$ cat config.mk
export PLATFORM = sky130hd
export DESIGN_NAME = neighbor_table_aging
export DESIGN_NICKNAME = d
export VERILOG_FILES = /design/src/hdl/nta_pkg.sv /design/src/hdl/nta_cell.sv /design/src/hdl/neighbor_table_aging.sv
export VERILOG_INCLUDE_DIRS = /design/src /design/src/hdl
export SDC_FILE = /design/constraint.sdc
export NUM_CORES = 2
export LEC_CHECK = 0
export ABC_AREA = 1
export BUFFER_PORTS_ARGS = -buffer_cell sky130_fd_sc_hd__clkbuf_2
export CORE_ASPECT_RATIO = 0.75
export CORE_MARGIN = 1.5
export CORE_UTILIZATION = 30
export DETAILED_ROUTE_END_ITERATION = 16
export PLACE_DENSITY_LB_ADDON = 0.3
export SYNTH_ARGS = -nofsm -noshare
export SYNTH_HDL_FRONTEND = slang
export SYNTH_SLANG_ARGS = --single-unit
$ cat constraint.sdc
create_clock -name clk_i -period 4.55 [get_ports clk_i]
set_input_delay 0.2275 -clock clk_i [delete_from_list [all_inputs] [get_ports clk_i]]
set_output_delay 0.2275 -clock clk_i [all_outputs]
set_load 0.02 [all_outputs]
$ cat src/hdl/assert_macros.svh
// Assertion macros shared by the neighbor table RTL.
`ifndef ASSERT_MACROS_SVH
`define ASSERT_MACROS_SVH

// Plain property, sampled on the rising clock edge, off while reset is held.
`define NTA_ASSERT(lbl, prop, msg) \
  lbl: assert property (@(posedge clk_i) disable iff (!rst_ni) (prop)) else $error(msg);

// Same-cycle implication.
`define NTA_ASSERT_IMP(lbl, ante, cons, msg) \
  lbl: assert property (@(posedge clk_i) disable iff (!rst_ni) (ante) |-> (cons)) \
    else $error(msg);

// Next-cycle implication.
`define NTA_ASSERT_NXT(lbl, ante, cons, msg) \
  lbl: assert property (@(posedge clk_i) disable iff (!rst_ni) (ante) |=> (cons)) \
    else $error(msg);

`endif

$ cat src/hdl/nta_pkg.sv
// Types, codes and sizes shared by the neighbor table modules.
`timescale 1ns / 1ps
package nta_pkg;

  localparam int TABLE_DEPTH = 16;
  localparam int CNT_W       = $clog2(TABLE_DEPTH + 1);
  localparam int OUT_CNT_W   = 5;
  localparam int ID_W        = 32;
  localparam int ADDR_W      = 32;
  localparam int ALIVE_W     = 8;
  localparam int STATUS_W    = 3;
  localparam int CFG_IDX_W   = 2;
  localparam int CFG_DATA_W  = 32;

  localparam logic [CFG_IDX_W-1:0] REG_IFACE_ADDR   = 2'd0;
  localparam logic [CFG_IDX_W-1:0] REG_IFACE_MASK   = 2'd1;
  localparam logic [CFG_IDX_W-1:0] REG_ALIVE_RELOAD = 2'd2;

  localparam logic [ALIVE_W-1:0] ALIVE_RELOAD_RST = 8'd40;

  localparam logic OPC_HELLO = 1'b0;
  localparam logic OPC_TICK  = 1'b1;

  localparam logic [STATUS_W-1:0] ST_REFRESHED       = 3'd0;
  localparam logic [STATUS_W-1:0] ST_ADDED           = 3'd1;
  localparam logic [STATUS_W-1:0] ST_MASK_MISMATCH   = 3'd2;
  localparam logic [STATUS_W-1:0] ST_SUBNET_MISMATCH = 3'd3;
  localparam logic [STATUS_W-1:0] ST_FULL            = 3'd4;
  localparam logic [STATUS_W-1:0] ST_TICK            = 3'd5;

  // What the token asks of each cell it passes.
  typedef enum logic [1:0] {
    TOK_NONE    = 2'd0,
    TOK_REFRESH = 2'd1,
    TOK_ADD     = 2'd2,
    TOK_AGE     = 2'd3
  } tok_op_e;

  typedef struct packed {
    logic             valid;
    tok_op_e          op;
    logic             placed;
    logic [CNT_W-1:0] removed;
  } tok_t;

endpackage

$ cat src/hdl/nta_cell.sv
// One table entry: holds a neighbor and acts on the token passing through.
`timescale 1ns / 1ps
`include "assert_macros.svh"
module nta_cell
  import nta_pkg::*;
(
  input  logic               clk_i,
  input  logic               rst_ni,
  input  tok_t               tok_i,
  input  logic [ID_W-1:0]    rid_i,
  input  logic [ALIVE_W-1:0] reload_i,
  output logic               match_o,
  output tok_t               tok_o
);

  logic               valid_q, valid_d;
  logic [ID_W-1:0]    id_q, id_d;
  logic [ALIVE_W-1:0] alive_q, alive_d;
  tok_t               tok_q, tok_d;

  assign match_o = valid_q && (id_q == rid_i);
  assign tok_o   = tok_q;

  always_comb begin
    valid_d = valid_q;
    id_d    = id_q;
    alive_d = alive_q;
    tok_d   = tok_i;
    if (tok_i.valid) begin
      case (tok_i.op)
        TOK_REFRESH: begin
          if (match_o) begin
            alive_d = reload_i;
          end
        end
        TOK_ADD: begin
          // The first free cell along the chain takes the new neighbor.
          if (!valid_q && !tok_i.placed) begin
            valid_d      = 1'b1;
            id_d         = rid_i;
            alive_d      = reload_i;
            tok_d.placed = 1'b1;
          end
        end
        TOK_AGE: begin
          if (valid_q) begin
            if (alive_q == '0) begin
              valid_d       = 1'b0;
              tok_d.removed = tok_i.removed + CNT_W'(1);
            end else begin
              alive_d = alive_q - ALIVE_W'(1);
            end
          end
        end
        default: begin
        end
      endcase
    end
  end

  always_ff @(posedge clk_i or negedge rst_ni) begin
    if (!rst_ni) begin
      valid_q <= 1'b0;
      tok_q   <= '0;
    end else begin
      valid_q <= valid_d;
      tok_q   <= tok_d;
    end
  end

  always_ff @(posedge clk_i) begin
    id_q    <= id_d;
    alive_q <= alive_d;
  end

  `NTA_ASSERT_NXT(a_tok_from_left, !tok_i.valid, !tok_q.valid, "token appeared without input")
  `NTA_ASSERT_NXT(a_placed_kept, tok_i.valid && tok_i.placed, tok_q.placed,
                  "placed flag lost in cell")
  `NTA_ASSERT_NXT(a_add_once, tok_i.valid && tok_i.op == TOK_ADD && tok_i.placed,
                  $stable(valid_q), "entry taken after neighbor was placed")

endmodule

$ cat src/hdl/neighbor_table_aging.sv
// Top level of the neighbor table with dead timer for one interface.
`timescale 1ns / 1ps
`include "assert_macros.svh"
// Usage:
// An item (a hello or a tick) is transferred at a rising clock edge where
// start_i is high and busy_o is low. busy_o then stays high until the
// result is ready. Each item yields one result, shown on the result ports
// for exactly one cycle while result_valid_o is high; the receiver cannot
// stall it, so it must take it in that cycle.
// An accepted item sets the launch register; a token then walks the row of
// TABLE_DEPTH cells, one cell per cycle, registered in each cell. The first
// hop also looks up the router id in every cell, and the result registers
// then form the result and raise the strobe. The result is transferred at
// the edge that ends the strobe cycle, and a new item can be transferred at
// that same edge, not before: the block takes no new item while a token is
// still in the cell row.
// Configuration writes use their own valid/ready channel; ready is always
// high and writes are expected only while the block is idle. Index 0 is the
// interface address, 1 the interface mask, 2 the alive reload value; other
// indexes are ignored.
// Reset clears every entry's valid bit at once, the neighbor count and the
// configuration registers (reload value 40); no clearing pass is needed.
module neighbor_table_aging
  import nta_pkg::*;
(
  input  logic                  clk_i,
  input  logic                  rst_ni,
  input  logic                  start_i,
  output logic                  busy_o,
  input  logic                  opcode_i,
  input  logic [ID_W-1:0]       router_id_i,
  input  logic [ADDR_W-1:0]     source_addr_i,
  input  logic [ADDR_W-1:0]     hello_mask_i,
  input  logic                  cfg_valid_i,
  output logic                  cfg_ready_o,
  input  logic [CFG_IDX_W-1:0]  cfg_index_i,
  input  logic [CFG_DATA_W-1:0] cfg_data_i,
  output logic                  result_valid_o,
  output logic [STATUS_W-1:0]   status_o,
  output logic                  changed_o,
  output logic [OUT_CNT_W-1:0]  removed_count_o,
  output logic [OUT_CNT_W-1:0]  neighbor_count_o
);

  // Configuration registers.
  logic [ADDR_W-1:0]  iface_addr_q;
  logic [ADDR_W-1:0]  iface_mask_q;
  logic [ALIVE_W-1:0] alive_reload_q;

  assign cfg_ready_o = 1'b1;

  always_ff @(posedge clk_i or negedge rst_ni) begin
    if (!rst_ni) begin
      iface_addr_q   <= '0;
      iface_mask_q   <= '0;
      alive_reload_q <= ALIVE_RELOAD_RST;
    end else if (cfg_valid_i && cfg_ready_o) begin
      unique case (cfg_index_i)
        REG_IFACE_ADDR:   iface_addr_q   <= cfg_data_i;
        REG_IFACE_MASK:   iface_mask_q   <= cfg_data_i;
        REG_ALIVE_RELOAD: alive_reload_q <= cfg_data_i[ALIVE_W-1:0];
        default: begin
        end
      endcase
    end
  end

  // Command capture. The item fields are held for the whole walk so that
  // every cell can compare against the same router id.
  logic              accept;
  logic              busy_q;
  logic              launch_q;
  logic              opcode_q;
  logic [ID_W-1:0]   rid_q;
  logic [ADDR_W-1:0] src_q;
  logic [ADDR_W-1:0] hmask_q;

  assign accept = start_i && !busy_q;
  assign busy_o = busy_q;

  always_ff @(posedge clk_i) begin
    if (accept) begin
      opcode_q <= opcode_i;
      rid_q    <= router_id_i;
      src_q    <= source_addr_i;
      hmask_q  <= hello_mask_i;
    end
  end

  // Cell row. Every cell compares its id in parallel during the launch
  // cycle; the token then carries the decision down the row.
  tok_t                   tok_chain [TABLE_DEPTH+1];
  tok_t                   tok_head;
  logic [TABLE_DEPTH-1:0] match;
  logic                   hit;
  logic                   mask_ok;
  logic                   subnet_ok;
  logic [STATUS_W-1:0]    pre_status;
  logic [STATUS_W-1:0]    pre_status_q;
  tok_t                   tok_last;

  assign hit       = |match;
  assign mask_ok   = (hmask_q == iface_mask_q);
  assign subnet_ok = ((iface_addr_q & iface_mask_q) == (src_q & hmask_q));

  always_comb begin
    tok_head         = '0;
    tok_head.valid   = launch_q;
    pre_status       = ST_TICK;
    if (opcode_q == OPC_TICK) begin
      tok_head.op = TOK_AGE;
    end else if (hit) begin
      // A known router id is refreshed whatever its mask and source.
      tok_head.op = TOK_REFRESH;
      pre_status  = ST_REFRESHED;
    end else if (!mask_ok) begin
      tok_head.op = TOK_NONE;
      pre_status  = ST_MASK_MISMATCH;
    end else if (!subnet_ok) begin
      tok_head.op = TOK_NONE;
      pre_status  = ST_SUBNET_MISMATCH;
    end else begin
      tok_head.op = TOK_ADD;
      pre_status  = ST_ADDED;
    end
  end

  assign tok_chain[0] = tok_head;

  for (genvar g = 0; g < TABLE_DEPTH; g++) begin : g_cell
    nta_cell u_cell (
      .clk_i    (clk_i),
      .rst_ni   (rst_ni),
      .tok_i    (tok_chain[g]),
      .rid_i    (rid_q),
      .reload_i (alive_reload_q),
      .match_o  (match[g]),
      .tok_o    (tok_chain[g+1])
    );
  end

  assign tok_last = tok_chain[TABLE_DEPTH];

  always_ff @(posedge clk_i) begin
    if (launch_q) begin
      pre_status_q <= pre_status;
    end
  end

  // Sequencing and the neighbor count.
  logic [CNT_W-1:0] count_q, count_d;
  logic             result_valid_q;

  always_comb begin
    count_d = count_q;
    if (tok_last.op == TOK_ADD && tok_last.placed) begin
      count_d = count_q + CNT_W'(1);
    end else if (tok_last.op == TOK_AGE) begin
      count_d = (count_q >= tok_last.removed) ? count_q - tok_last.removed : '0;
    end
  end

  always_ff @(posedge clk_i or negedge rst_ni) begin
    if (!rst_ni) begin
      busy_q         <= 1'b0;
      launch_q       <= 1'b0;
      result_valid_q <= 1'b0;
      count_q        <= '0;
    end else begin
      launch_q       <= accept;
      result_valid_q <= tok_last.valid;
      if (accept) begin
        busy_q <= 1'b1;
      end else if (tok_last.valid) begin
        busy_q <= 1'b0;
      end
      if (tok_last.valid) begin
        count_q <= count_d;
      end
    end
  end

  // Result registers.
  logic [STATUS_W-1:0] status_q;
  logic                changed_q;
  logic [CNT_W-1:0]    removed_q;

  always_ff @(posedge clk_i) begin
    if (tok_last.valid) begin
      removed_q <= tok_last.removed;
      case (tok_last.op)
        TOK_AGE: begin
          status_q  <= ST_TICK;
          changed_q <= (tok_last.removed != '0);
        end
        TOK_ADD: begin
          status_q  <= tok_last.placed ? ST_ADDED : ST_FULL;
          changed_q <= tok_last.placed;
        end
        default: begin
          status_q  <= pre_status_q;
          changed_q <= 1'b0;
        end
      endcase
    end
  end

  assign result_valid_o   = result_valid_q;
  assign status_o         = status_q;
  assign changed_o        = changed_q;
  assign removed_count_o  = OUT_CNT_W'(removed_q);
  assign neighbor_count_o = OUT_CNT_W'(count_q);

  `NTA_ASSERT_IMP(a_strobe_idle, result_valid_q, !busy_q, "result shown while busy")
  `NTA_ASSERT_NXT(a_accept_launch, accept, launch_q && busy_q, "accepted item not launched")
  `NTA_ASSERT_IMP(a_token_busy, tok_last.valid, busy_q, "token left row while idle")
  `NTA_ASSERT(a_count_range, count_q <= CNT_W'(TABLE_DEPTH), "neighbor count above depth")
  `NTA_ASSERT_IMP(a_added_changed, result_valid_q && status_q == ST_ADDED, changed_q,
                  "add without changed flag")

endmodule

# Word-level counts from Yosys, hierarchy flattened
# Index checks and enable logic that the tools add are counted.
word_totals:
  out_inout_bits: 17
  inputBits: 135
  register_bits: 989
  word_cells: 723
op_classes:
  eq_ne: 134
  addsub: 33
  n_reduce_logical: 170
  n_lt_le_gt_ge: 1
  mux: 254
  bitwise: 3
ops:
  columns: ["cell", "n"]
  rows:
  - ["equality test 32 bit", 18]
  - ["2-to-1 mux 8 bit", 64]
  - ["case mux 8 bit (3 select lines)", 16]
  - ["2-to-1 mux 5 bit", 50]
  - ["logical NOT 8 bit", 16]
  - ["subtractor 8 x 1 -> 8 bit (second input constant)", 16]
  - ["2-to-1 mux 6 bit", 16]
  - ["AND reduction 6 bit", 16]
  - ["!= test 2 x 1 -> 1 bit (second input constant)", 47]
  - ["AND reduction 3 bit", 31]
  - ["2-to-1 mux 1 bit", 83]
  - ["adder 5 x 1 -> 5 bit (second input constant)", 16]
  - ["equality test 2 bit (second input constant)", 35]
  - ["AND 32 bit", 2]
  - ["nonzero test 3 bit", 16]
  - ["nonzero test 2 bit", 18]
  - ["equality test 2 x 1 -> 1 bit (second input constant)", 17]
  - ["!= test 2 bit (second input constant)", 17]
  - ["case mux 1 bit (2 select lines)", 17]
  - ["logical AND 1 bit", 33]
  - ["logical NOT 1 bit", 31]
  - ["OR reduction 17 bit", 1]
  - ["OR reduction 16 bit", 1]
  - ["2-to-1 mux 2 bit", 6]
  - ["8 further kinds", 12]

# Logic depth before layout (Yosys ltp)
depth:
  word_depth: 9
  depth_mapped: 18
  ltp_nobuf: 16

# Cells and area by module
# From an unflattened synthesis, not the netlist that was laid out.
hier_totals:
  hier_cells: 4497
  hier_area_um2: 46427.0
by_module_without_submodules:
  columns: ["module", "area_each_um2", "cells_each", "seq_area_each_um2", "instances"]
  rows:
  - ["nta_cell at g_cell[14].u_cell ...", 2334.7, 213, 1451.4, 11]
  - ["nta_cell at g_cell[10].u_cell ...", 2417.3, 238, 1451.4, 4]
  - ["neighbor_table_aging", 8659.6, 963, 5277.6, 1]
  - ["nta_cell at g_cell[0].u_cell", 2416.1, 239, 1451.4, 1]

# Worst setup path after synthesis
# Ideal clock, no wire load.
synth_timing:
  kind: "register to register"
  startpoint: "reg rid_q[11]"
  endpoint: "reg g_cell[0].u_cell.id_q[0] (enable)"
  period_less_slack_ps: 3636
  setup_ps: 421
  arrival_time_ps: 3215
  required_ps: 4129
  setup_slack_ps: 914
  n_path_buf: 2
  path_stages_with_launch: 17
  cell_sequence: "edfxtp_1 -> buf_4 -> inv_2 -> buf_4 -> o21ai_0 -> nor2_1 -> nand2_1 -> nor2_1 -> nand3_1 -> nor2_1 -> nor2_1 -> nand2_1 -> nor2_2 -> nand2_2 -> nor2_4 -> nand3_2 -> nor2_1"
synth_between:
  elab_chain_len: 7
  elab_cells_between_ends: 37
  cone_classes: "eq/ne: 17; mux: 2; reduce/logical: 18"
synth_rtl:
  columns: ["element", "line", "source"]
  rows:
  - ["start, declared", "neighbor_table_aging.sv:74", "logic [ID_W-1:0] rid_q;"]
  - ["start signal, assigned", "neighbor_table_aging.sv:84", "rid_q <= router_id_i;"]
  - ["equality test 32 bit", "nta_cell.sv:21", "assign match_o = valid_q && (id_q == rid_i);"]
  - ["logical AND 1 bit", "nta_cell.sv:21", null]
  - ["OR reduction 16 bit *", "neighbor_table_aging.sv:102", "assign hit = |match;"]
  - ["2-to-1 mux 2 bit *", "neighbor_table_aging.sv:112", "end else if (hit) begin"]
  - ["2-to-1 mux 2 bit *", "neighbor_table_aging.sv:110", "if (opcode_q == OPC_TICK) begin"]
  - ["equality test 2 bit *", "nta_cell.sv:30", "case (tok_i.op)"]
  - ["AND reduction 3 bit (no source line) *", null, null]
  - ["end signal, assigned", "nta_cell.sv:72", "id_q <= id_d;"]
  - ["end, declared", "nta_cell.sv:17", "logic [ID_W-1:0] id_q, id_d;"]
# Every way passes the cells marked *; elsewhere a longest branch is shown, timed or not.
# A chain may end at the register's enable or synchronous reset.

# Worst setup path in the final report
layout_timing:
  startpoint: "reg rid_q[20]"
  endpoint: "reg g_cell[0].u_cell.id_q[16] (enable)"
# The elaborated chain is that of the path after synthesis.

==> impl_metrics.yaml <==
final_layout:
  syn_to_final_growth_pct: 17.9
  drive_gt1_frac: 0.105
  utilization: 0.356
  fin_nets: 4824
  layoutNonFillerInstCount: 6710
worst_setup_path:
  crit_start: "rid_q[20]"
  critPathMostFrequentCell: "nor2_1"
  cp_cell_sequence: "inv_1, o21ai_0, nor2_1, nand2_1, nor2_1, nand3_1, nor2_1, nor2_1, nand2_1, nor2_2, nand2_2, nor2_4, nand3_2, nor2_4"
  crit_type: "flop to flop"
  reg2reg_to: "g_cell[0].u_cell.id_q[16]"
  crit_family: "simple AND/OR/NAND/NOR gates"
  cp_slowest_cell: "edfxtp_1"
  worstReg2RegStart: "rid_q[20]"
  cp_max_fo: 32
  crit_arrival_ns: 4.22
  r2r_cells: 14
  end_kind: "flop"
  worst-path-stages: 14
  reg2reg_slack_ns: 0.68
  critPathLaunchType: "flop"
  cp.required_ns: 4.90
  critPathBufInv: 1
  slowest_delay_ns: 1.03
global_routing:
  grt_pass1_wl_um: 186000
  grt_max_degree: 114
  overflow: 0
  grt_use_total: 0.165
  antenna_found_initial: 6
  grt_pass1_vias: 29637
synth:
  synth_compound_area_frac: 0.0669
  synth_top_area_cell: "edfxtp_1"
  ys_ff_latch: 979
  yosysWarnings: 0
  ys.flop_type: "edfxtp_1"
  synth_edf_count: 749
  synth.most_common_cell: "nand2_1"
  synth_xor_xnor_area_share: 0.0641
  synth_adder_area_share: 0.0150
  postSynthAreaPerCell_um2: 10.4
  synth_top_area_frac: 0.505
  synth_cell_type_count: 49
  ys_seq_area_frac: 0.634
  ys_top_cells_by_count: "nand2_1, edfxtp_1, nor2_1"
  synth_top_family_by_area: "simple AND/OR/NAND/NOR gates"
  postSynthCellCount: 4304
  synth_area_leaders: "edfxtp_1, dfrtp_1, nand2_1, o21ai_0, xor2_1"
  syn_nets: 4492
  async_reset_ff_frac: 0.235
  synth-simple-area-share: 0.164
  syn-cell-area_um2: 44600
  muxShareOfSynthArea: 0.00354
routing:
  num_vias: 30850
  drt-pass1-iter-count: 6
  drc: 0
  wl_um: 125000
  antenna_left: 0
  via_per_inst: 4.60
  initialDrtViolationCount: 2999
  wl_per_cell_um: 18.7
sta:
  setup_viol: 0
  fmax_ghz: 0.258
  tightest_slew_ns: 1.17
  worst_slack_ns: 0.679
  drv_slew: 0
  rsz0062_at_grt: "no"
  layout_min_cycle_time_ns: 3.87
  max_slew_margin: 0.214
  tns_ns: 0
  skew_ns: 0.0722
  timing.final.crit_share: 0.851
  hold_viol_final: 0
power:
  switchingPower_mw: 4.19
  p_int_mw: 14.6
  p_leak_nw: 20.9
  pwr-share-seq: 0.524
  clockPowerShare: 0.447
  power.density_nw_per_um2: 357
  irDropWorstVdd_uv: 296
  p_comb_frac: 0.029
  netSwitchingFraction: 0.223
floorplanning:
  start_util: 0.302
  rows: 122
  die_w_um: 448
  core_um2: 147000
  pin_count: 152
  fp.dieH_um: 337
  dieArea_um2: 151000
clocking:
  cts_buffers: 101
  clk_pin_slew_ns: 0.06
  cts_tree: "built"
  root_buffer: "clkbuf_16"
  clkSinkCount: 979
  clk_path_buf_depth: 3
  clkLatencyLatePin_ns: 0.75
  cts_resized: 0
  cts-htree-levels: 3
job:
  cap_violations: 0
placed_design:
  dp_cells: 6386
  io_buffers: 150
  gp_congestion: 0.874
  pre_cts_ws_ns: 0.702
  dp_hpwl_um: 81400
status:
  status: "finished clean"
min_path:
  hold_path_class: "primary input to asynchronous set/reset pin"
sequential cells by signal (all words and copies together), names as in the netlist, 5 cells and up:
signal                 flops
g_cell.u_cell.id_q       512
g_cell.u_cell.valid_q     16
neighbor_count_o           5
rid_q                     32
alive_reload_q             8
src_q                     32
iface_mask_q              32
hmask_q                   32
g_cell.u_cell.tok_o      134
g_cell.u_cell.alive_q    128
iface_addr_q              32
removed_count_o            5
through the flow:
step                      instance area (um2)  power, mW  hold slack (ns)
after floorplan                         44600       10.2          -0.0681
after global placement                  47900       10.5            0.283
after detailed placement                47900       10.5            0.285
after CTS                               52500       18.9           0.0957
after global routing                    52500       19.3            0.150
final                                   52500       18.8            0.114
cells by family (layout without fill, tap and decap cells):
logic type      Yosys count  after routing
xor+xnor                326            326
mux                      14             14
simple gates           1797           1797
other cells               1              3
flops                   979            979
buf+inv                 575            995
fa+ha+maj                53             53
compound gates          559            559
layout make-up:
type                    instances  area [um2]
fillers                     14720       94900
clock inverters                58         543
clock buffers                 133        2810
inverters                     450        1690
diodes                          2        5.00
repair buffers                354        2670
flip-flops and latches        979       28200
multi-input cells            2750       14100
well taps                    1984        2480
worst max path at each step:
stage                                            to
after floorplan            g_cell[0].u_cell.id_q[0]
after global placement    g_cell[0].u_cell.id_q[17]
after detailed placement   g_cell[0].u_cell.id_q[2]
after CTS                 g_cell[0].u_cell.id_q[16]
after global routing      g_cell[0].u_cell.id_q[16]
final                     g_cell[0].u_cell.id_q[16]
cell usage in the layout, fill, tap and decap left out, types with 5 or more instances in the layout:
cell and count:
nor2_4 18, inv_1 430, o22ai_1 12, nand2_1 1065, clkbuf_8 10, dlygate4sd3_1 131, o211ai_1 15, o21ai_0 367
xor2_1 191, mux2_2 14, clkbuf_2 149, clkinv_2 20, o21ai_2 10, nor4_1 19, clkbuf_16 104, nor3_1 86
dfrtp_1 228, a31oi_1 23, inv_2 19, clkinvlp_4 7, nor2_1 427, a21oi_1 74, nand3_1 93, or2_2 35
nor2_2 7, buf_4 69, edfxtp_1 749, clkinv_16 5, clkbuf_1 19, o21ai_1 33, clkinv_1 16, ha_1 52
nand4_1 24, xnor2_1 135, a22oi_1 17
layer usage:
metal	vias up	share of wire	track usage
met1	14871	0.48	0.246
met5	-	0.000096	0
li1	14901	-	-
met2	901	0.43	0.245
met3	175	0.069	0.0318
met4	2	0.020	0.0366
timing repair:
action,in CTS,in global routing
hold buffers,131,0
endpoints found under the hold margin,245,0
buffers inserted,0,0
power by group through the flow:
stage                     sequential (mW)  combinational, mW  clock (mW)
after floorplan                      9.91              0.310           0
after global placement               10.0              0.454           0
after detailed placement             10.0              0.468           0
after CTS                            9.83              0.557        8.56
after global routing                 9.84              0.632        8.88
final                                9.82              0.549        8.39
Power figures use the tool's default switching activity.
